File: src/hdl/bnta_pkg.sv
// Package for the beacon neighbour table: controller states, status and
// register codes, and the command/status structs between controller and datapath.
// No dependencies.
package bnta_pkg;

  typedef enum logic [2:0] {
    S_IDLE,
    S_EVAL,
    S_SCAN,
    S_FILL,
    S_RESP
  } state_t;

  localparam logic [2:0] STAT_STORED = 3'd0;
  localparam logic [2:0] STAT_SHORT  = 3'd1;
  localparam logic [2:0] STAT_OWN    = 3'd2;
  localparam logic [2:0] STAT_FULL   = 3'd3;
  localparam logic [2:0] STAT_TIME   = 3'd4;

  localparam logic [2:0] REG_PAIRING   = 3'd0;
  localparam logic [2:0] REG_OWN_ID    = 3'd1;
  localparam logic [2:0] REG_TTL       = 3'd2;
  localparam logic [2:0] REG_BEACON_IV = 3'd3;
  localparam logic [2:0] REG_PURGE_IV  = 3'd4;

  localparam logic [31:0] TTL_RESET       = 32'd30000;
  localparam logic [31:0] BEACON_IV_RESET = 32'd2000;
  localparam logic [31:0] PURGE_IV_RESET  = 32'd5000;

  localparam logic [7:0] MIN_BEACON_LEN = 8'd5;

  typedef struct packed {
    logic load;
    logic eval;
    logic scan;
    logic fill;
    logic respond;
  } ctrl_t;

  typedef struct packed {
    logic need_scan;
    logic is_time;
    logic hit;
    logic last;
  } dp_stat_t;

endpackage

File: src/hdl/bnta_ram.sv
// Generic single-write, single-read RAM with registered read data.
// No dependencies.
module bnta_ram #(
  parameter int WIDTH = 64,
  parameter int DEPTH = 16
) (
  input  logic                                     clk,
  input  logic                                     we,
  input  logic [((DEPTH > 1) ? $clog2(DEPTH) : 1)-1:0] waddr,
  input  logic [WIDTH-1:0]                         wdata,
  input  logic [((DEPTH > 1) ? $clog2(DEPTH) : 1)-1:0] raddr,
  output logic [WIDTH-1:0]                         rdata
);

  logic [WIDTH-1:0] mem [DEPTH];

  always_ff @(posedge clk) begin
    if (we) begin
      mem[waddr] <= wdata;
    end
    rdata <= mem[raddr];
  end

endmodule

File: src/hdl/bnta_ctrl.sv
// Controller state machine for the beacon neighbour table.
// Depends on bnta_pkg; drives the datapath through ctrl_t, reads dp_stat_t.
module bnta_ctrl
  import bnta_pkg::*;
(
  input  logic     clk,
  input  logic     rst,
  input  logic     start,
  input  dp_stat_t stat,
  output logic     busy,
  output ctrl_t    ctrl
);

  state_t state;
  state_t state_next;

  always_ff @(posedge clk) begin
    if (rst) begin
      state <= S_IDLE;
    end else begin
      state <= state_next;
    end
  end

  always_comb begin
    state_next = state;
    unique case (state)
      S_IDLE: begin
        if (start) state_next = S_EVAL;
      end
      S_EVAL: begin
        state_next = stat.need_scan ? S_SCAN : S_RESP;
      end
      S_SCAN: begin
        if (stat.hit) begin
          state_next = S_RESP;
        end else if (stat.last) begin
          state_next = stat.is_time ? S_RESP : S_FILL;
        end
      end
      S_FILL: state_next = S_RESP;
      S_RESP: state_next = S_IDLE;
      default: state_next = S_IDLE;
    endcase
  end

  always_comb begin
    busy         = (state != S_IDLE);
    ctrl.load    = (state == S_IDLE) && start;
    ctrl.eval    = (state == S_EVAL);
    ctrl.scan    = (state == S_SCAN);
    ctrl.fill    = (state == S_FILL);
    ctrl.respond = (state == S_RESP);
  end

endmodule

File: src/hdl/bnta_dp.sv
// Datapath for the beacon neighbour table: configuration registers, item
// registers, valid bits, entry count, scan pipeline and result registers.
// Depends on bnta_pkg and bnta_ram.
module bnta_dp
  import bnta_pkg::*;
#(
  parameter int TABLE_DEPTH = 16
) (
  input  logic                                 clk,
  input  logic                                 rst,
  input  logic                                 cfg_we,
  input  logic [2:0]                           cfg_index,
  input  logic [31:0]                          cfg_data,
  input  logic                                 cmd,
  input  logic [31:0]                          now_ms,
  input  logic [7:0]                           pkt_len,
  input  logic [31:0]                          sender_id,
  input  ctrl_t                                ctrl,
  output dp_stat_t                             stat,
  output logic                                 done,
  output logic [2:0]                           status,
  output logic                                 send_beacon,
  output logic                                 purged,
  output logic [$clog2(TABLE_DEPTH+1)-1:0]     entry_count
);

  localparam int IDX_W = (TABLE_DEPTH > 1) ? $clog2(TABLE_DEPTH) : 1;
  localparam int CNT_W = $clog2(TABLE_DEPTH + 1);
  localparam logic [IDX_W-1:0] LAST_IDX = IDX_W'(TABLE_DEPTH - 1);
  localparam logic [IDX_W:0]   DEPTH_C  = (IDX_W+1)'(TABLE_DEPTH);

  logic        pairing_mode;
  logic [31:0] own_id;
  logic [31:0] ttl_ms;
  logic [31:0] beacon_gap_ms;
  logic [31:0] purge_interval_ms;

  logic        it_cmd;
  logic [31:0] it_now;
  logic [7:0]  it_len;
  logic [31:0] it_id;

  logic [31:0] last_beacon_ms;
  logic [31:0] last_purge_ms;

  logic [TABLE_DEPTH-1:0] valid;
  logic [CNT_W-1:0]       count;

  logic [IDX_W:0]   rd_cnt;
  logic             pipe_vld;
  logic [IDX_W-1:0] pipe_idx;
  logic             free_vld;
  logic [IDX_W-1:0] free_idx;

  logic [2:0] st;
  logic       send_flag;
  logic       purge_flag;

  logic        issue;
  logic        cur_valid;
  logic        hit;
  logic        stale;
  logic        bcn_short;
  logic        bcn_own;
  logic        beacon_due;
  logic        purge_due;
  logic [31:0] age;
  logic [31:0] rd_id;
  logic [31:0] rd_seen;
  logic [63:0] rd_word;
  logic        ram_we;
  logic [IDX_W-1:0] ram_waddr;

  bnta_ram #(
    .WIDTH(64),
    .DEPTH(TABLE_DEPTH)
  ) u_ram (
    .clk  (clk),
    .we   (ram_we),
    .waddr(ram_waddr),
    .wdata({it_id, it_now}),
    .raddr(rd_cnt[IDX_W-1:0]),
    .rdata(rd_word)
  );

  always_comb begin
    rd_id      = rd_word[63:32];
    rd_seen    = rd_word[31:0];
    bcn_short  = (it_len < MIN_BEACON_LEN);
    bcn_own    = (it_id == own_id);
    beacon_due = ((it_now - last_beacon_ms) >= beacon_gap_ms);
    purge_due  = ((it_now - last_purge_ms) >= purge_interval_ms);
    issue      = ctrl.scan && (rd_cnt < DEPTH_C);
    cur_valid  = valid[pipe_idx];
    age        = it_now - rd_seen;
    hit        = ctrl.scan && pipe_vld && !it_cmd && cur_valid && (rd_id == it_id);
    stale      = ctrl.scan && pipe_vld && it_cmd && cur_valid && (age > ttl_ms);
    ram_we     = hit || (ctrl.fill && free_vld);
    ram_waddr  = hit ? pipe_idx : free_idx;

    stat.need_scan = it_cmd ? (pairing_mode && purge_due) : !(bcn_short || bcn_own);
    stat.is_time   = it_cmd;
    stat.hit       = hit;
    stat.last      = pipe_vld && (pipe_idx == LAST_IDX);
  end

  // configuration, table control and sequencing state
  always_ff @(posedge clk) begin
    if (rst) begin
      pairing_mode       <= 1'b0;
      own_id             <= '0;
      ttl_ms             <= TTL_RESET;
      beacon_gap_ms      <= BEACON_IV_RESET;
      purge_interval_ms  <= PURGE_IV_RESET;
      last_beacon_ms     <= '0;
      last_purge_ms      <= '0;
      valid              <= '0;
      count              <= '0;
      rd_cnt             <= '0;
      pipe_vld           <= 1'b0;
      free_vld           <= 1'b0;
      send_flag          <= 1'b0;
      purge_flag         <= 1'b0;
      done               <= 1'b0;
    end else begin
      done <= ctrl.respond;
      if (cfg_we) begin
        unique case (cfg_index)
          REG_PAIRING:   pairing_mode       <= cfg_data[0];
          REG_OWN_ID:    own_id             <= cfg_data;
          REG_TTL:       ttl_ms             <= cfg_data;
          REG_BEACON_IV: beacon_gap_ms      <= cfg_data;
          REG_PURGE_IV:  purge_interval_ms  <= cfg_data;
          default: ;
        endcase
      end
      if (ctrl.load) begin
        rd_cnt     <= '0;
        pipe_vld   <= 1'b0;
        free_vld   <= 1'b0;
        send_flag  <= 1'b0;
        purge_flag <= 1'b0;
      end
      if (ctrl.eval && it_cmd && pairing_mode) begin
        if (beacon_due) begin
          last_beacon_ms <= it_now;
          send_flag      <= 1'b1;
        end
        if (purge_due) begin
          last_purge_ms <= it_now;
          purge_flag    <= 1'b1;
        end
      end
      if (ctrl.scan) begin
        rd_cnt   <= rd_cnt + (IDX_W+1)'(issue);
        pipe_vld <= issue;
        if (pipe_vld && !cur_valid && !free_vld) begin
          free_vld <= 1'b1;
        end
        if (stale) begin
          valid[pipe_idx] <= 1'b0;
          count           <= count - CNT_W'(1);
        end
      end
      if (ctrl.fill && free_vld) begin
        valid[free_idx] <= 1'b1;
        count           <= count + CNT_W'(1);
      end
    end
  end

  // item, scan payload and result fields
  always_ff @(posedge clk) begin
    if (ctrl.load) begin
      it_cmd <= cmd;
      it_now <= now_ms;
      it_len <= pkt_len;
      it_id  <= sender_id;
    end
    if (ctrl.eval) begin
      if (it_cmd) begin
        st <= STAT_TIME;
      end else if (bcn_short) begin
        st <= STAT_SHORT;
      end else if (bcn_own) begin
        st <= STAT_OWN;
      end else begin
        st <= STAT_STORED;
      end
    end
    if (ctrl.scan) begin
      pipe_idx <= rd_cnt[IDX_W-1:0];
      if (pipe_vld && !cur_valid && !free_vld) begin
        free_idx <= pipe_idx;
      end
    end
    if (ctrl.fill && !free_vld) begin
      st <= STAT_FULL;
    end
    if (ctrl.respond) begin
      status      <= st;
      send_beacon <= send_flag;
      purged      <= purge_flag;
      entry_count <= count;
    end
  end

endmodule

File: src/hdl/beacon_neighbor_table_aging.sv
// Beacon neighbour table with aging: top level joining controller and datapath.
// Depends on bnta_pkg, bnta_ctrl, bnta_dp, bnta_ram.
// An ignored beacon or a time check without purge goes from accept through EVAL and RESP to done;
// a table scan adds SCAN, reading the table RAM one entry per cycle, and FILL for a new entry.
// A new transaction is taken in the done cycle.
// Reset clears valid bits, entry count, timers and config registers; the receiver cannot stall.
module beacon_neighbor_table_aging
  import bnta_pkg::*;
#(
  parameter int TABLE_DEPTH = 16
) (
  input  logic                             clk,
  input  logic                             rst,
  input  logic                             start,
  output logic                             busy,
  input  logic                             cmd,
  input  logic [31:0]                      now_ms,
  input  logic [7:0]                       pkt_len,
  input  logic [31:0]                      sender_id,
  output logic                             done,
  output logic [2:0]                       status,
  output logic                             send_beacon,
  output logic                             purged,
  output logic [$clog2(TABLE_DEPTH+1)-1:0] entry_count,
  input  logic                             cfg_valid,
  output logic                             cfg_ready,
  input  logic [2:0]                       cfg_index,
  input  logic [31:0]                      cfg_data
);

  ctrl_t    ctrl;
  dp_stat_t stat;

  assign cfg_ready = 1'b1;

  bnta_ctrl u_ctrl (
    .clk  (clk),
    .rst  (rst),
    .start(start),
    .stat (stat),
    .busy (busy),
    .ctrl (ctrl)
  );

  bnta_dp #(
    .TABLE_DEPTH(TABLE_DEPTH)
  ) u_dp (
    .clk        (clk),
    .rst        (rst),
    .cfg_we     (cfg_valid && cfg_ready),
    .cfg_index  (cfg_index),
    .cfg_data   (cfg_data),
    .cmd        (cmd),
    .now_ms     (now_ms),
    .pkt_len    (pkt_len),
    .sender_id  (sender_id),
    .ctrl       (ctrl),
    .stat       (stat),
    .done       (done),
    .status     (status),
    .send_beacon(send_beacon),
    .purged     (purged),
    .entry_count(entry_count)
  );

endmodule

File: config.mk
export PLATFORM = sky130hd
export DESIGN_NAME = beacon_neighbor_table_aging
export DESIGN_NICKNAME = d
export VERILOG_FILES = /design/src/hdl/bnta_pkg.sv /design/src/hdl/bnta_ram.sv /design/src/hdl/bnta_ctrl.sv /design/src/hdl/bnta_dp.sv /design/src/hdl/beacon_neighbor_table_aging.sv
export SDC_FILE = /design/constraint.sdc
export NUM_CORES = 2
export LEC_CHECK = 0
export BUFFER_PORTS_ARGS = -buffer_cell sky130_fd_sc_hd__buf_2
export CAP_MARGIN = 20
export CORE_MARGIN = 2
export CORE_UTILIZATION = 45
export DETAILED_ROUTE_END_ITERATION = 16
export GPL_TIMING_DRIVEN = 0
export PLACE_DENSITY = 0.64
export REMOVE_ABC_BUFFERS = 1
export SYNTH_ARGS = -nofsm -noshare
export SYNTH_HDL_FRONTEND = slang
export SYNTH_SLANG_ARGS = --single-unit
File: constraint.sdc
create_clock -name clk -period 5.8 [get_ports clk]
set_input_delay 0.87 -clock clk [delete_from_list [all_inputs] [get_ports clk]]
set_output_delay 0.87 -clock clk [all_outputs]
set_load 0.005 [all_outputs]
==> impl_metrics.py <==
metrics = {
    "status": {
        "status": "complete, no violations",
    },
    "timing": {
        "hold_viol": 0,
        "fin_ws_ps": 156,
        "relSlewSlack_pct": 19.4,
        "min_period_ps": 5640,
        "fin_hold_ws_ps": 262,
        "fin_crit_sh_pct": 97.3,
        "slew_viol_final": 0,
        "tns_ps": 0,
        "setup_viol": 0,
        "worst_pin_slew_ps": 1210,
        "fmax_mhz": 177,
        "finClkSkew_ps": 28.7,
    },
    "setup_path": {
        "critPathCaptureType": "register",
        "worstPathArrival_ps": 6270,
        "required_ps": 6420,
        "crit_fanout": 6,
        "startpoint_type": "register",
        "setup.worst_path.class": "reg -> reg",
    },
    "pwr": {
        "leakage_nw": 22.9,
        "p_per_area_mw_per_mm2": 320,
        "peakVddDrop_v": 0.000239,
        "power_mw": 22.1,
    },
    "placement": {
        "dp_cells": 5558,
        "placed_area_mm2": 0.0636,
        "port_buffers": 123,
        "hpwl_um": 93400,
        "gp_congestion": 0.852,
        "dp_slack_ps": -1200,
    },
    "logic_synthesis": {
        "syn-cell-area_mm2": 0.0595,
        "ys_types": 86,
        "ys_ff_latch": 1409,
        "synth_top_area_share_pct": 56.3,
        "ys_async_sr_fraction_pct": 0,
        "postSynthCellCount": 3761,
        "avgSynthCellArea_um2": 15.8,
        "synth.largest_area_cell": "edfxtp_1",
        "synthFlopType": "edfxtp_1",
        "yosys_warnings": 0,
        "synth_edf_count": 1115,
        "synth_seq_area_share_pct": 66.2,
        "netlist_top_cells_area": "edfxtp_1, mux4_2, dfxtp_1, ha_1, nand2_1",
    },
    "hold_path": {
        "min_path_type": "in -> reg",
    },
    "routing": {
        "drc": 0,
        "ant_nets": 0,
        "num_vias": 33389,
        "post_drt_wl_per_cell_um": 25.1,
        "wirelength_um": 148000,
        "drt-pass1-iter-count": 5,
        "drt_iter0_drc": 3031,
        "vias_per_cell": 5.68,
    },
    "layout": {
        "fin_area_mm2": 0.0689,
        "layout.cells.non_filler": 5883,
        "final_cell_mix": "edfxtp_1, mux4_2, nand2_1",
        "layout_commonest_cell": "edfxtp_1",
        "fin_util_pct": 52.5,
        "drive_gt1_share_pct": 20.9,
        "fillCellCount": 10544,
        "fin_nets": 4314,
        "area_delta_synth_final_pct": 15.8,
    },
    "clock_network": {
        "clock_latency_ps": 790,
        "cts.sinks": 1409,
        "cts_root_buf": "clkbuf_16",
        "clk_pin_slew_ps": 60,
        "cts_buffers": 145,
        "holdBufCountCts": 0,
        "htreeDepth": 4,
        "cts_tree": "done",
        "cts.path.max_buffers": 3,
    },
    "flow_run": {
        "drv_cap": 0,
    },
    "floorplanning": {
        "fp.dieH_um": 368,
        "rows": 133,
        "die_area_mm2": 0.135,
        "initial_utilization_pct": 45.3,
        "io-pin-count": 125,
        "core_area_mm2": 0.131,
        "die_x_um": 368,
    },
    "grt": {
        "grt_pass1_vias": 33245,
        "grt_use_total_pct": 21.9,
        "grt_max_degree": 142,
        "grt_pass1_wl_um": 217000,
        "grt_overflow": 0,
        "antenna_found_initial": 18,
    },
}
## area by class of cell
cell class / instances / area (µm²) / share of cell area [%]
clock inverter: 61 / 567 / 0.822
timing repair buffer: 249 / 2840 / 4.12
multi-input combinational: 1966 / 19000 / 27.5
antenna: 3 / 7.51 / 0.0109
inverter: 233 / 877 / 1.27
tap: 1755 / 2200 / 3.19
clock buffer: 207 / 4090 / 5.93
sequential: 1409 / 39400 / 57.1
## worst max-delay path: stages, from the launching register on
cell	delay, ps
edfxtp_1	490
inv_2	150
ha_1	180
inv_1	60
fa_2	390
a211oi_4	300
o21ai_2	120
a311oi_2	270
buf_4	190
o311ai_4	130
nor3_2	290
o21ai_2	130
a21o_1	210
a21oi_2	140
xnor2_1	90
ha_1	280
nand4_1	140
nor2_2	170
nand2_2	110
or4_4	470
a311o_2	440
o211a_4	240
nor4_1	370
o32ai_1	140
## kinds of logic after synthesis
family,count (synthesis),share of synthesized area (%)
compound gates,506,5.63
xor+xnor,149,2.19
fa+ha+maj,198,4.21
buf+inv,390,2.56
flops,1409,66.2
mux,392,13.5
other cells,1,0.00630
simple gates,716,5.78
## sequential cells by signal (all words and copies together) (netlist names), 4 cells and up
name,cells
u_dp.free_idx,4
u_dp.pipe_idx,4
u_dp.it_id,32
u_dp.ttl_ms,32
u_dp.valid,16
u_dp.rd_cnt,5
u_dp.own_id,32
u_dp.entry_count,5
u_dp.last_beacon_ms,32
u_dp.count,5
u_dp.u_ram.rdata,64
u_dp.it_len,8
u_dp.it_now,32
u_dp.beacon_gap_ms,32
u_dp.last_purge_ms,32
u_dp.purge_interval_ms,32
u_dp.u_ram.mem,1024
## final timing paths
check | startpoint | endpoint | slack [ps] | cells after the start
setup / recovery | u_dp.it_now[0] | u_dp.valid[0] | 160 | 23
hold / removal | pkt_len[3] | u_dp.it_len[3] | 260 | 1
setup reg to reg | u_dp.it_now[0] | u_dp.valid[0] | 160 | 23
hold reg to reg | u_dp.send_flag | u_dp.send_beacon | 430 | 0
## power breakdown
part | leakage (nW) | switching (mW) | internal (mW)
registers | 12.5 | 0.266 | 11.1
logic | 8.19 | 0.914 | 0.630
clock network | 2.29 | 3.91 | 5.24
## synthesized netlist by cell type (5+ instances only)
cell type  count
nand3_1       28
nor4_1        29
a21oi_1      209
mux2i_1       65
dfxtp_1      294
mux4_2       323
o21bai_1      25
nor3_1        23
clkbuf_1     114
and2_1        10
xnor2_1       79
a221oi_1       5
nor2b_1       16
a311oi_1       5
a21o_1        80
nand2b_1     110
nand2_1      306
edfxtp_1    1115
o211ai_1      13
o21a_1        15
xor2_1        70
o21ai_0       40
a211oi_1      11
a31oi_1       14
nor2_1       108
buf_4          7
nand4_1       35
inv_1        233
buf_1         29
o32ai_1       16
and3_1        12
a211o_1       10
nand3b_1      14
ha_1         194
## metal layers
metal,track usage [%],vias up,part of all wire (%)
met3,4.26,226,6.7
li1,-,14932,-
met2,36.3,1138,50
met4,6.26,12,2.4
met1,29.3,17081,41
met5,0,-,0.041
## what timing repair did
action                                  in CTS  in global routing
endpoints found under the setup margin      89                 83
setup buffers                               33                 17
gates cloned                                 2                  2
gates resized for setup                     14                 17
pin swaps                                    9                  6
endpoints found under the hold margin        0                  0
Note: power is estimated with default switching activity, not from simulation.
